[config.mk]
export PLATFORM = sky130hd
export DESIGN_NAME = switch_allocator_request_counters
export DESIGN_NICKNAME = d
export VERILOG_FILES = /design/src/rtl/sarc_pkg.sv /design/src/rtl/sarc_ctrl.sv /design/src/rtl/sarc_datapath.sv /design/src/rtl/switch_allocator_request_counters.sv
export SDC_FILE = /design/constraint.sdc
export NUM_CORES = 1
export LEC_CHECK = 0
export BUFFER_PORTS_ARGS = -buffer_cell sky130_fd_sc_hd__buf_2
export CAP_MARGIN = 25
export CORE_MARGIN = 4
export CORE_UTILIZATION = 39
export CTS_BUF_LIST = sky130_fd_sc_hd__clkbuf_8 sky130_fd_sc_hd__clkbuf_16
export CTS_CLUSTER_SIZE = 40
export DETAILED_ROUTE_END_ITERATION = 6
export GPL_TIMING_DRIVEN = 0
export PLACE_DENSITY = 0.6
export SYNTH_ARGS = -nofsm -noshare
export SYNTH_HDL_FRONTEND = slang
export SYNTH_SLANG_ARGS = --single-unit
[constraint.sdc]
create_clock -name aclk -period 11.5 [get_ports aclk]
set_input_delay 2.3 -clock aclk [delete_from_list [all_inputs] [get_ports aclk]]
set_output_delay 2.3 -clock aclk [all_outputs]
set_load 0.005 [all_outputs]
[src/rtl/sarc_pkg.sv]
// shared types and constants for the switch allocator request counters
package sarc_pkg;

    localparam int PORTS_DEFAULT      = 5;
    localparam int COUNT_BITS_DEFAULT = 8;

    localparam int CMD_W         = 1;
    localparam int PORT_FIELD_W  = 3;
    localparam int COUNT_FIELD_W = 8;

    typedef enum logic [CMD_W-1:0] {
        CMD_REQUEST = 1'b0,
        CMD_GRANT   = 1'b1
    } cmd_t;

    typedef struct packed {
        cmd_t                    command;
        logic [PORT_FIELD_W-1:0] src_port;
        logic [PORT_FIELD_W-1:0] dst_port;
    } in_item_t;

    typedef struct packed {
        logic [COUNT_FIELD_W-1:0] pending_count;
        logic                     granted;
        logic [PORT_FIELD_W-1:0]  winner_port;
    } out_item_t;

    typedef enum logic [1:0] {
        ST_IDLE,
        ST_LOOKUP,
        ST_UPDATE
    } state_t;

    typedef struct packed {
        logic capture;
        logic lookup;
        logic update;
    } ctrl_cmd_t;

    typedef struct packed {
        logic out_free;
    } dp_status_t;

endpackage

[src/rtl/sarc_ctrl.sv]
// sequencer for accept, counter lookup and counter update of one beat
module sarc_ctrl (
    input  logic                   aclk,
    input  logic                   aresetn,
    input  logic                   s_valid,
    output logic                   s_ready,
    input  sarc_pkg::dp_status_t   status,
    output sarc_pkg::ctrl_cmd_t    ctrl
);
    import sarc_pkg::*;

    state_t state_reg;
    state_t state_next;

    always_ff @(posedge aclk) begin
        if (!aresetn) begin
            state_reg <= ST_IDLE;
        end else begin
            state_reg <= state_next;
        end
    end

    always_comb begin
        state_next   = state_reg;
        s_ready      = 1'b0;
        ctrl.capture = 1'b0;
        ctrl.lookup  = 1'b0;
        ctrl.update  = 1'b0;
        unique case (state_reg)
            ST_IDLE: begin
                s_ready = aresetn;
                if (s_valid && aresetn) begin
                    ctrl.capture = 1'b1;
                    state_next   = ST_LOOKUP;
                end
            end
            ST_LOOKUP: begin
                ctrl.lookup = 1'b1;
                state_next  = ST_UPDATE;
            end
            ST_UPDATE: begin
                if (status.out_free) begin
                    ctrl.update = 1'b1;
                    state_next  = ST_IDLE;
                end
            end
            default: begin
                state_next = ST_IDLE;
            end
        endcase
    end

endmodule

[src/rtl/sarc_datapath.sv]
// counter memory, nonzero flags, priority pick and result register
module sarc_datapath #(
    parameter int PORTS      = sarc_pkg::PORTS_DEFAULT,
    parameter int COUNT_BITS = sarc_pkg::COUNT_BITS_DEFAULT
) (
    input  logic                  aclk,
    input  logic                  aresetn,
    input  sarc_pkg::ctrl_cmd_t   ctrl,
    output sarc_pkg::dp_status_t  status,
    input  sarc_pkg::in_item_t    s_item,
    output sarc_pkg::out_item_t   m_item,
    output logic                  m_valid,
    input  logic                  m_ready
);
    import sarc_pkg::*;

    localparam int DEPTH  = PORTS * PORTS;
    localparam int ADDR_W = $clog2(DEPTH);
    localparam int PIDX_W = $clog2(PORTS);

    function automatic logic [ADDR_W-1:0] addr_of(input logic [PIDX_W-1:0] row,
                                                  input logic [PIDX_W-1:0] col);
        return ADDR_W'(32'(row) * PORTS + 32'(col));
    endfunction

    logic [COUNT_BITS-1:0] mem [DEPTH];

    in_item_t              item_reg;
    logic [ADDR_W-1:0]     addr_reg;
    logic [PIDX_W-1:0]     win_reg;
    logic                  hit_reg;
    logic [COUNT_BITS-1:0] rd_data_reg;
    logic [DEPTH-1:0]      nz_reg;
    out_item_t             m_item_reg;
    logic                  m_valid_reg;

    logic [ADDR_W-1:0]     addr_next;
    logic [PIDX_W-1:0]     win_next;
    logic                  hit_next;
    out_item_t             m_item_next;

    logic                  ip_ok;
    logic                  op_ok;
    logic [PIDX_W-1:0]     row;
    logic [PIDX_W-1:0]     col;
    logic                  found;
    logic [PIDX_W-1:0]     found_idx;

    logic [COUNT_BITS-1:0] cur;
    logic [COUNT_BITS-1:0] inc;
    logic [COUNT_BITS-1:0] dec;
    logic [COUNT_BITS-1:0] new_val;

    // lookup: range checks and fixed priority pick over the column
    always_comb begin
        ip_ok     = 32'(item_reg.src_port) < PORTS;
        op_ok     = 32'(item_reg.dst_port) < PORTS;
        row       = PIDX_W'(item_reg.src_port);
        col       = PIDX_W'(item_reg.dst_port);
        found     = 1'b0;
        found_idx = '0;
        if (op_ok) begin
            for (int i = PORTS - 1; i >= 0; i--) begin
                if (nz_reg[addr_of(PIDX_W'(i), col)]) begin
                    found     = 1'b1;
                    found_idx = PIDX_W'(i);
                end
            end
        end
        if (item_reg.command == CMD_REQUEST) begin
            hit_next  = ip_ok && op_ok;
            addr_next = addr_of(row, col);
            win_next  = '0;
        end else begin
            hit_next  = found;
            addr_next = addr_of(found_idx, col);
            win_next  = found_idx;
        end
    end

    // update: read-modify-write of the selected counter
    always_comb begin
        cur     = nz_reg[addr_reg] ? rd_data_reg : '0;
        inc     = (cur == '1) ? cur : cur + COUNT_BITS'(1);
        dec     = cur - COUNT_BITS'(1);
        new_val = (item_reg.command == CMD_REQUEST) ? inc : dec;

        m_item_next.pending_count = '0;
        m_item_next.granted       = 1'b0;
        m_item_next.winner_port   = '0;
        if (hit_reg) begin
            if (item_reg.command == CMD_REQUEST) begin
                m_item_next.pending_count = COUNT_FIELD_W'(inc);
            end else begin
                m_item_next.granted     = 1'b1;
                m_item_next.winner_port = PORT_FIELD_W'(win_reg);
            end
        end
    end

    always_ff @(posedge aclk) begin
        if (ctrl.capture) begin
            item_reg <= s_item;
        end
        if (ctrl.lookup) begin
            hit_reg     <= hit_next;
            addr_reg    <= addr_next;
            win_reg     <= win_next;
            rd_data_reg <= mem[addr_next];
        end
        if (ctrl.update && hit_reg) begin
            mem[addr_reg] <= new_val;
        end
        if (ctrl.update) begin
            m_item_reg <= m_item_next;
        end
    end

    always_ff @(posedge aclk) begin
        if (!aresetn) begin
            nz_reg      <= '0;
            m_valid_reg <= 1'b0;
        end else begin
            if (ctrl.update && hit_reg) begin
                nz_reg[addr_reg] <= (new_val != '0);
            end
            if (ctrl.update) begin
                m_valid_reg <= 1'b1;
            end else if (m_ready) begin
                m_valid_reg <= 1'b0;
            end
        end
    end

    assign status.out_free = !m_valid_reg || m_ready;
    assign m_item          = m_item_reg;
    assign m_valid         = m_valid_reg;

    // result register is never overwritten while a beat waits
    a_no_overwrite: assert property (@(posedge aclk) disable iff (!aresetn)
        ctrl.update |-> (!m_valid_reg || m_ready))
        else $error("result overwritten while pending");

    // a grant only decrements a counter that was nonzero
    a_grant_nonzero: assert property (@(posedge aclk) disable iff (!aresetn)
        (ctrl.update && hit_reg && item_reg.command == CMD_GRANT) |-> nz_reg[addr_reg])
        else $error("grant taken from an empty counter");

    // an update always presents a result next cycle
    a_update_valid: assert property (@(posedge aclk) disable iff (!aresetn)
        ctrl.update |=> m_valid_reg)
        else $error("update produced no result");

    // a granted result carries no count
    a_grant_count: assert property (@(posedge aclk) disable iff (!aresetn)
        (m_valid_reg && m_item_reg.granted) |-> (m_item_reg.pending_count == '0))
        else $error("grant result with nonzero count");

endmodule

[src/rtl/switch_allocator_request_counters.sv]
// top level of the switch allocator request counters
// each input beat passes the accept, lookup and update states; update waits for a free output register
// a new beat is taken only after the previous one has finished its update, set by the registered read of the
// counter memory followed by its read-modify-write in the update state
// a new beat is accepted while the previous result still waits in the output register
// reset clears all nonzero flags at once, so every counter reads zero; no clearing pass
module switch_allocator_request_counters #(
    parameter int PORTS      = sarc_pkg::PORTS_DEFAULT,
    parameter int COUNT_BITS = sarc_pkg::COUNT_BITS_DEFAULT
) (
    input  logic                 aclk,
    input  logic                 aresetn,
    input  logic                 s_valid,
    output logic                 s_ready,
    input  sarc_pkg::in_item_t   s_item,
    output logic                 m_valid,
    input  logic                 m_ready,
    output sarc_pkg::out_item_t  m_item
);
    import sarc_pkg::*;

    ctrl_cmd_t  ctrl;
    dp_status_t status;

    sarc_ctrl u_ctrl (
        .aclk    (aclk),
        .aresetn (aresetn),
        .s_valid (s_valid),
        .s_ready (s_ready),
        .status  (status),
        .ctrl    (ctrl)
    );

    sarc_datapath #(
        .PORTS      (PORTS),
        .COUNT_BITS (COUNT_BITS)
    ) u_datapath (
        .aclk    (aclk),
        .aresetn (aresetn),
        .ctrl    (ctrl),
        .status  (status),
        .s_item  (s_item),
        .m_item  (m_item),
        .m_valid (m_valid),
        .m_ready (m_ready)
    );

endmodule
; ---- Word-level counts from Yosys, hierarchy flattened
; Memory sizes are Yosys's and may differ from the RTL's. A register that Yosys moved wholly into a read port is not among the register bits.
; Cells that the tools add are included.
; W data, S select, Z words.
[word_totals]
elab_cells = 96
memories = 1
inputBits = 11
regBits = 56
mem_bits_rw = 200
output_inout_bits = 14
[classes]
reduce_logical = 12
n_mux = 46
addsub = 8
bitwise_logic = 1
mul = 2
eq_ne = 5
magnitude_cmp = 9
[memory_table]
columns = name, depth, width, rd, rd_ports_with_merged_regs, write_ports, line
row1 = u_datapath.mem, 25, 8, 1, 1, 1, sarc_datapath.sv:26  ; logic [COUNT_BITS-1:0] mem [DEPTH];
[op_table]
columns = cell, n
row1 = $lt A5 B6 Y1 const B, 5
row2 = $bmux W1 S5, 5
row3 = $bwmux W25, 1
row4 = $mux W1, 24
row5 = $mux W8, 3
row6 = $mux W3, 6
row7 = $add A4 B3 Y5 const A, 2
row8 = $add A5 B3 Y5, 2
row9 = $mul A3 B3 Y5 const B, 2
row10 = $add A8 B1 Y8 const B, 1
row11 = $eq A8 B8 Y1 const B, 1
row12 = $reduce_bool A8 Y1, 1
row13 = $sub A8 B1 Y8 const B, 1
row14 = $lt A3 B3 Y1 const B, 2
row15 = $lt A3 B6 Y1 const B, 1
row16 = $pmux W2 S3, 1
row17 = $add A5 B3 Y5 const A, 1
row18 = $demux W1 S5, 1
row19 = $ge A5 B1 Y1 const B, 1
row20 = $mux W5, 1
row21 = $add A3 B3 Y4 const A, 1
row22 = $logic_and A1 B1 Y1, 4
row23 = $mux W2, 2
row24 = $mux W4, 1
row25 = 12 further kinds, 13

; ---- Longest topological paths before layout
; Gate-level depths: netlist of run 1.
[logic_depth]
depth_word = 12
mapped_depth = 22
mapped_depth_nobuf = 18

; ---- Hierarchy
; A second synthesis of run 1 with hierarchy kept.
[unflattened]
hier_cells = 1023
hier_area_um2 = 12243.0
[modules_own_cells]
columns = mod, seq_area_each_um2, area_each_um2, cells_each, n_inst
row1 = sarc_datapath, 7607.3, 12140.4, 1013, 1
row2 = sarc_ctrl, 40.0, 102.6, 10, 1

; ---- Least setup slack after synthesis of run 1
; Ideal clock, no wire load.
[synth_path]
path_type = flip-flop to flip-flop
startpoint = register u_datapath.item_reg, in the netlist u_datapath.col[0]
endpoint = register u_datapath.rd_data_reg[0], read port of u_datapath.mem, data pin
t_required_ns = 11.240
synth_period_minus_slack_ns = 5.641
setup_time_ns = 0.260
path_stages_with_launch = 20
path_buffers = 4
t_arrival_ns = 5.381
path_slack_ns = 5.859
cell_sequence = edfxtp_1 bufbuf_16 buf_4 clkbuf_8 inv_1 ha_1 buf_6 mux4_2 mux4_2 or4b_4 nor2_1 ha_1 ha_1 ha_1 a21o_1 a21oi_1 xnor2_1 or3_4 a31oi_4 mux2_2
[synth_via]
elab_chain_len = 12
word_cells_on_any_way = 25
classes_between = add/sub (6) / mul (1) / order compare (1) / mux (17)
[synth_rtl]
columns = element, line
row1 = start: declaration, sarc_datapath.sv:28  ; in_item_t item_reg;
row2 = start signal: assignment, sarc_datapath.sv:103  ; item_reg <= s_item;
row3 = $add A5 B3 Y5, sarc_datapath.sv:23  ; return ADDR_W'(32'(row) * PORTS + 32'(col));
row4 = $bmux W1 S5, sarc_datapath.sv:64  ; if (nz_reg[addr_of(PIDX_W'(i), col)]) begin
row5 = $mux W1 (not written as such), sarc_datapath.sv:64
row6 = $mux W3 (5 in series), sarc_datapath.sv:64
row7 = $mux W3 *, sarc_datapath.sv:62  ; if (op_ok) begin
row8 = named net u_datapath.found_idx[2], sarc_datapath.sv:47  ; logic [PIDX_W-1:0] found_idx;
row9 = $mul A3 B3 Y5 *, sarc_datapath.sv:23
row10 = $add A5 B3 Y5 *, sarc_datapath.sv:23
row11 = $mux W5 *, sarc_datapath.sv:70  ; if (item_reg.command == CMD_REQUEST) begin
row12 = named net u_datapath.addr_next[4], sarc_datapath.sv:37  ; logic [ADDR_W-1:0] addr_next;
row13 = end: declaration, sarc_datapath.sv:32  ; logic [COUNT_BITS-1:0] rd_data_reg;
; Mark *: on every way through the listed nets, which the timed path passes. The rest lies on a longest branch. The select of a mux whose other input is x is not followed.
; A chain may end at the register's enable or synchronous reset.

; ---- Worst setup path in the final report of run 1
[layout_path]
startpoint = register u_datapath.item_reg, in the netlist u_datapath.col[0]
endpoint = register u_datapath.rd_data_reg[5], read port of u_datapath.mem, data pin
[layout_via]
elab_chain_len = 12
word_cells_on_any_way = 25
classes_between = add/sub (6) / mul (1) / order compare (1) / mux (17)
[layout_rtl]
columns = element, line
row1 = $add A5 B3 Y5, sarc_datapath.sv:23
row2 = $bmux W1 S5, sarc_datapath.sv:64
row3 = $mux W1 (not written as such), sarc_datapath.sv:64
row4 = $mux W3 (5 in series), sarc_datapath.sv:64
row5 = $mux W3 *, sarc_datapath.sv:62
row6 = named net u_datapath.found_idx[2], sarc_datapath.sv:47
row7 = $mul A3 B3 Y5 *, sarc_datapath.sv:23
row8 = $add A5 B3 Y5 *, sarc_datapath.sv:23
row9 = $mux W5 *, sarc_datapath.sv:70
; Marks and branches as above.

==> results of run 1 <==
power breakdown:
group	switching, uW	internal (uW)
combinational	179	79.9
clock	363	507
sequential	6.66	1070
routing by layer:
layer	track usage	wire length (um)	up-vias
met5	0	0	-
met4	0.0490	928	0
met3	0.0272	1950	54
met2	0.303	15200	284
met1	0.263	14000	4255
li1	-	-	3965
stage by stage:
step	hold slack (ps)	utilization	cells	instance area [um2]
CTS	546	0.453	1501	14000
detailed placement	538	0.423	1447	13100
floorplan	510	-	1019	12300
global placement	532	0.418	1438	12900
global route	581	0.455	1508	14100
finish	543	0.455	1508	14100
worst max-delay path, stage by stage (launching register included):
cell and delay (ps):
edfxtp_1 450, bufbuf_16 300, buf_4 200, clkbuf_8 200, inv_1 60, ha_1 410, buf_6 190, mux4_2 490
mux4_2 550, or4b_4 570, nor2_1 110, ha_1 240, ha_1 320, fa_1 550, nand2_1 50, o21ai_1 400
clkbuf_1 510, a311oi_1 120, a311oi_1 580, a21oi_1 220, mux2_2 330
kinds of logic after synthesis:
logic type	Yosys count	share of synthesized area
AND/OR/NAND/NOR	401	0.148
flip-flops	264	0.621
AO/OA/AOI/OAI	182	0.0989
buffers and inverters	86	0.0363
multiplexers	43	0.0559
adder cells (fa/ha/maj)	28	0.0297
XOR/XNOR	15	0.0107
cells in the final DEF (no fill, tap or decap), types with 26 or more instances in the layout:
| cell | netlist | routed |
|---|---|---|
| nor2_1 | 41 | 41 |
| a31oi_1 | 49 | 46 |
| and3_1 | 32 | 32 |
| o21ai_0 | 39 | 38 |
| dfxtp_1 | 28 | 28 |
| edfxtp_1 | 236 | 236 |
| clkbuf_16 | 0 | 30 |
| a311oi_1 | 33 | 33 |
| clkbuf_1 | 51 | 51 |
| nand3_1 | 51 | 51 |
| ha_1 | 26 | 26 |
| nand2_1 | 223 | 223 |
worst min-delay path by stage:
stage                                          startpoint                               to
final                     u_datapath.m_valid$_SDFFE_PN0P_  u_datapath.m_valid$_SDFFE_PN0P_
after global routing      u_datapath.m_valid$_SDFFE_PN0P_  u_datapath.m_valid$_SDFFE_PN0P_
after floorplan           u_datapath.m_valid$_SDFFE_PN0P_  u_datapath.m_valid$_SDFFE_PN0P_
after detailed placement  u_datapath.m_valid$_SDFFE_PN0P_  u_datapath.m_valid$_SDFFE_PN0P_
after global placement    u_datapath.m_valid$_SDFFE_PN0P_  u_datapath.m_valid$_SDFFE_PN0P_
after CTS                 u_datapath.m_valid$_SDFFE_PN0P_  u_datapath.m_valid$_SDFFE_PN0P_
layout make-up:
type | count | area, um2 | area share
Buffer | 67 | 375 | 0.0267
Clock buffer | 36 | 833 | 0.0593
Clock inverter | 18 | 80.1 | 0.00570
Inverter | 19 | 71.3 | 0.00508
Multi-Input combinational cell | 669 | 4260 | 0.303
Sequential cell | 264 | 7650 | 0.544
Tap cell | 396 | 495 | 0.0353
Timing Repair Buffer | 39 | 284 | 0.0202
==> summary.txt, run 1 <==
Critical path
  • RR Startpoint: u_datapath.col[0]$_DFFE_PP_
  • Reg-to-reg slack, setup: 4390 ps
  • CP Max Fanout: 10
  • Kind of start point of the critical path: flip-flop
  • RR Endpoint: u_datapath.rd_data_reg[5]$_DFFE_PN_
  • CP arrival: around 7400 ps
  • Worst Setup SP: u_datapath.col[0]$_DFFE_PP_
  • Crit end category: flip-flop
  • Critical path class: reg -> reg
  • Critical Path RT: ~12000 ps
  • R2R depth: 20
  • End of the critical path: u_datapath.rd_data_reg[5]$_DFFE_PN_

Die
  • Die Area: roughly 0.034 mm2
  • Width of the chip: between 150 and 200 um
  • Row count: 64
  • Initial Utilization: 0.398
  • Num ports: 25
  • Core Area: approximately 0.03 mm2
  • Die H: 186 um

Timing
  • Setup_tns: 0 ps
  • Final setup viols: 0
  • RSZ-0062 raised after global routing: no
  • Slew Viols, Final: 0
  • Max Clk Rate: 141 MHz
  • Post-route clock period utilization: 0.618
  • Final Hold Viols: 0
  • Tightest Pin Transition: roughly 1000 ps
  • Setup ws final: between 4000 and 5000 ps
  • Clock skew: 14.1 ps
  • Rel. slew slack: 0.302
  • Final min period: between 7000 and 8000 ps

Synth
  • Cell type with the highest aggregate area in the netlist: edfxtp_1
  • Top post-synthesis cells by count: 236 x edfxtp_1, 223 x nand2_1, 51 x clkbuf_1, 51 x nand3_1, 49 x a31oi_1
  • Most frequent cell after synthesis: edfxtp_1
  • Seq/Total Area, Yosys: 0.621
  • #FFs+latches synth: 264
  • YS warnings: 0
  • Post-synth cell types: roughly 60
  • Syn_nets: 1058
  • Top-area cell type share of the netlist area: 0.575
  • Synth Cell Area: ~0.012 mm2
  • Cells after synthesis: 1019
  • Synth area leaders: edfxtp_1 58%, nand2_1 6.8%, dfxtp_1 4.6%
  • Number of enable flip-flop cells after synthesis: 236
  • Ys flop type: edfxtp_1
  • FFs w/ async S/R, synth: 0
  • Mapped Avg Cell Area: 12.1 um2

Placed design
  • GPL Wtd Cong: approximately 0.89
  • Pre-CTS WS: 4520 ps
  • Port buffer count: 23
  • Hpwl dp: ~22 mm

Routing
  • Via density per instance: 5.68
  • 1st-iter DRT viols: approximately 700
  • DRT Wirelength: roughly 32 mm
  • Routed len/inst: 21.3 um
  • DRC violations left: 0
  • Post-DRT Antenna Nets: 0
  • First-pass DRT Iterations: 5
  • Routed vias: 8558

CTS
  • Clock-pin slew on the worst setup and hold paths: about 60 ps
  • CTS sink count: between 200 and 300
  • Total CTS buffers: 29
  • Post-CTS Hold Fix Bufs: 0
  • Latest clock arrival within the worst-skew pair: approximately 550 ps
  • CTS tree: done
  • Max H-tree Level: 1
  • Post-CTS Setup Inserts: 0
  • Clk buf depth: 3
  • Number of gates resized after CTS: 0
  • Root Buffer: clkbuf_16

Min path
  • Hold Crit Class: reg -> reg
  • Hold path depth: 2

Pwr
  • Peak supply drop: roughly 0.00011 V
  • PD cells: between 150 and 200 mW/mm2
  • P_leak: 0.00505 uW
  • Total power: ~2200 uW

Layout
  • Layout cells sized above 1: 0.116
  • # diodes: 0
  • Max FFs per register: 200
  • FILL cells: approximately 2800
  • Nets@finish: between 1000 and 1500
  • P&R area growth vs syn: 14.1%

GRT
  • First-pass GRT wire length: roughly 50 mm
  • GRT Residual Overflow: 0
  • GRT Total Usage: 0.186
  • Largest net degree at the start of global routing: 26
  • Vias in the first global route: around 8300
  • Initial antenna violation count: 1

Run
  • Max-Cap Viols: 0

Run status
  • Status: finished, final reports clean
No activity file was read; power rests on OpenSTA's default activity.
==> run 2: changes to the inputs <==
--- a/config.mk
+++ b/config.mk
@@ -13,7 +13,7 @@
 export CTS_CLUSTER_SIZE = 40
 export DETAILED_ROUTE_END_ITERATION = 6
 export GPL_TIMING_DRIVEN = 0
-export PLACE_DENSITY = 0.6
+export PLACE_DENSITY = 0.62
 export SYNTH_ARGS = -nofsm -noshare
 export SYNTH_HDL_FRONTEND = slang
 export SYNTH_SLANG_ARGS = --single-unit
==> constraint.sdc (replaced) <==
create_clock -name aclk -period 5.85 [get_ports aclk]
set_input_delay 1.17 -clock aclk [delete_from_list [all_inputs] [get_ports aclk]]
set_output_delay 1.17 -clock aclk [all_outputs]
set_load 0.005 [all_outputs]
==> run 2 against run 1 <==
Maximum frequency grew 25%. Largest cell class unchanged. Global-route usage fell by 0.34 points. Final area grew 3.3%. Register-to-register slack worse by 4200 ps. Die area did not move. First-iteration DRC count grew 2.7%. Non-clock buffer count grew 11. Critical path depth did not move.
==> summary.txt, run 2 (synthesized netlist as in run 1, its figures left out) <==
Pwr
  • Peak supply drop: 0.000241 V (was 0.000112 V)
  • Total power: 4470 uW (was 2200 uW)
  • PD cells: 308 mW/mm2 (was 157 mW/mm2)
  • P_leak: 0.00523 uW (was 0.00505 uW)

Layout
  • Most frequent cells in the layout: 236 x edfxtp_1, 223 x nand2_1, 51 x nand3_1 (was 236 x edfxtp_1, 223 x nand2_1, 51 x clkbuf_1, 51 x nand3_1, 46 x a31oi_1)
  • Nets@finish: 1139 (was 1128)
  • Most common cell after layout, fill and taps aside: edfxtp_1 (unchanged)
  • # diodes: 0 (unchanged)
  • Max FFs per register: 200 (unchanged)
  • Layout cells sized above 1: 0.165 (was 0.116)
  • P&R area growth vs syn: 17.8% (was 14.1%)
  • Utilization after layout: 0.469 (was 0.455)

Critical path
  • CP arrival: 5960 ps (was 7400 ps)
  • Crit end category: flip-flop (unchanged)
  • Critical Path RT: 6140 ps (was 11790 ps)
  • Kind of start point of the critical path: flip-flop (unchanged)
  • Critical path class: reg -> reg (unchanged)
  • CP Max Fanout: 10 (unchanged)
  • R2R depth: 20 (unchanged)

GRT
  • Largest net degree at the start of global routing: 26 (unchanged)
  • GRT Total Usage: 0.183 (was 0.186)
  • Vias in the first global route: 8518 (was 8333)
  • First-pass GRT wire length: 48.5 mm (was 49.4 mm)
  • GRT Residual Overflow: 0 (unchanged)
  • Initial antenna violation count: 1 (unchanged)

Routing
  • Via density per instance: 5.76 (was 5.68)
  • 1st-iter DRT viols: 728 (was 709)
  • Routed len/inst: 21.1 um (was 21.3 um)
  • Post-DRT Antenna Nets: 0 (unchanged)
  • Routed vias: 8734 (was 8558)
  • DRC violations left: 0 (unchanged)
  • DRT Wirelength: 32.0 mm (was 32.1 mm)
  • First-pass DRT Iterations: 5 (unchanged)

Die
  • Core Area: 0.0309 mm2 (unchanged)
  • Die Area: 0.0345 mm2 (unchanged)
  • Width of the chip: 186 um (unchanged)
  • Num ports: 25 (unchanged)
  • Row count: 64 (unchanged)
  • Die H: 186 um (unchanged)
  • Initial Utilization: 0.398 (unchanged)

Timing
  • Final min period: 5680 ps (was 7110 ps)
  • Final setup viols: 0 (unchanged)
  • Tightest Pin Transition: 1040 ps (about the same)
  • Final Hold Viols: 0 (unchanged)
  • Rel. slew slack: 0.302 (about the same)
  • Max Clk Rate: 176 MHz (was 141 MHz)
  • Clock skew: 11.1 ps (was 14.1 ps)
  • Slew Viols, Final: 0 (unchanged)
  • Post-route clock period utilization: 0.970 (was 0.618)
  • RSZ-0062 raised after global routing: no (unchanged)
  • Setup ws final: 174 ps (was 4390 ps)

CTS
  • CTS sink count: 264 (unchanged)
  • Post-CTS Hold Fix Bufs: 0 (unchanged)
  • Root Buffer: clkbuf_16 (unchanged)
  • Max H-tree Level: 1 (unchanged)
  • Clk buf depth: 3 (unchanged)
  • Total CTS buffers: 28 (was 29)
  • Latest clock arrival within the worst-skew pair: 550 ps (about the same)
  • Clock-pin slew on the worst setup and hold paths: 60 ps (about the same)
  • CTS tree: done (unchanged)

Min path
  • Hold Crit Class: reg -> reg (unchanged)
  • Hold path depth: 2 (unchanged)

Placed design
  • Port buffer count: 23 (unchanged)
  • Hpwl dp: 21.5 mm (was 22.1 mm)
  • GPL Wtd Cong: 0.870 (was 0.890)
  • Pre-CTS WS: -1150 ps (was 4520 ps)

Run status
  • Status: finished, final reports clean (unchanged)

Run
  • Max-Cap Viols: 0 (unchanged)
[run 2: routing by layer]
metal / part of all wire / routed length [um] / track usage
met1: 0.42 / 13600 / 0.247
met4: 0.027 / 871 / 0.0641
met2: 0.48 / 15300 / 0.299
met3: 0.073 / 2320 / 0.0326
met5: 0 / 0 / 0
[run 2: repair_timing]
item,CTS,global route
gates resized for setup,48,38
gates cloned,1,1
pin swaps,11,5
setup endpoints to repair,11,53
buffers inserted,5,6
[run 2: final cells by class]
cell class	instances	area, um2
clock buffer	30	728
timing repair inverter	1	7.51
clock inverter	20	206
fill	2779	16400
timing repair buffer	50	410
sequential	264	7650
inverter	19	75.1
buffer	67	463
tap	396	495
multi-input combinational	669	4480
[run 2: through the flow]
step	area, um2	hold WS, ps	setup TNS (ps)	instances
global placement	12900	529	-41310	1438
global route	14500	572	0	1516
CTS	14300	544	0	1502
finish	14500	545	0	1516
floorplan	12300	510	0	1019
detailed placement	13100	535	-8840	1446
[run 2: path summary, 6_finish.rpt]
check | slack, ps | start | to
max | 170 | u_datapath.col[0]$_DFFE_PP_ | u_datapath.rd_data_reg[4]$_DFFE_PN_
min | 540 | u_datapath.m_valid$_SDFFE_PN0P_ | u_datapath.m_valid$_SDFFE_PN0P_
max reg2reg | 170 | u_datapath.col[0]$_DFFE_PP_ | u_datapath.rd_data_reg[4]$_DFFE_PN_
min reg2reg | 540 | u_datapath.m_valid$_SDFFE_PN0P_ | u_datapath.m_valid$_SDFFE_PN0P_
[run 2: critical path: stages (launching register included)]
cell and delay (ps):
edfxtp_1 350, bufbuf_16 270, buf_12 100, buf_8 120, inv_1 80, ha_4 310
buf_8 130, mux4_2 490, mux4_2 550, or4b_4 580, nor2_4 100, ha_1 260
ha_4 240, fa_1 430, xor2_1 150, nor2_1 170, a21oi_4 100, clkbuf_16 230
a311oi_4 350, a21oi_2 90, mux2_2 300
[run 2: where the power goes]
group / leakage (uW) / switching, uW / total [uW] / internal, uW
logic: 0.00237 / 382 / 584 / 202
registers: 0.00237 / 12.0 / 2110 / 2090
clock network: 0.000491 / 710 / 1780 / 1070
total: 0.00523 / 1100 / 4470 / 3360
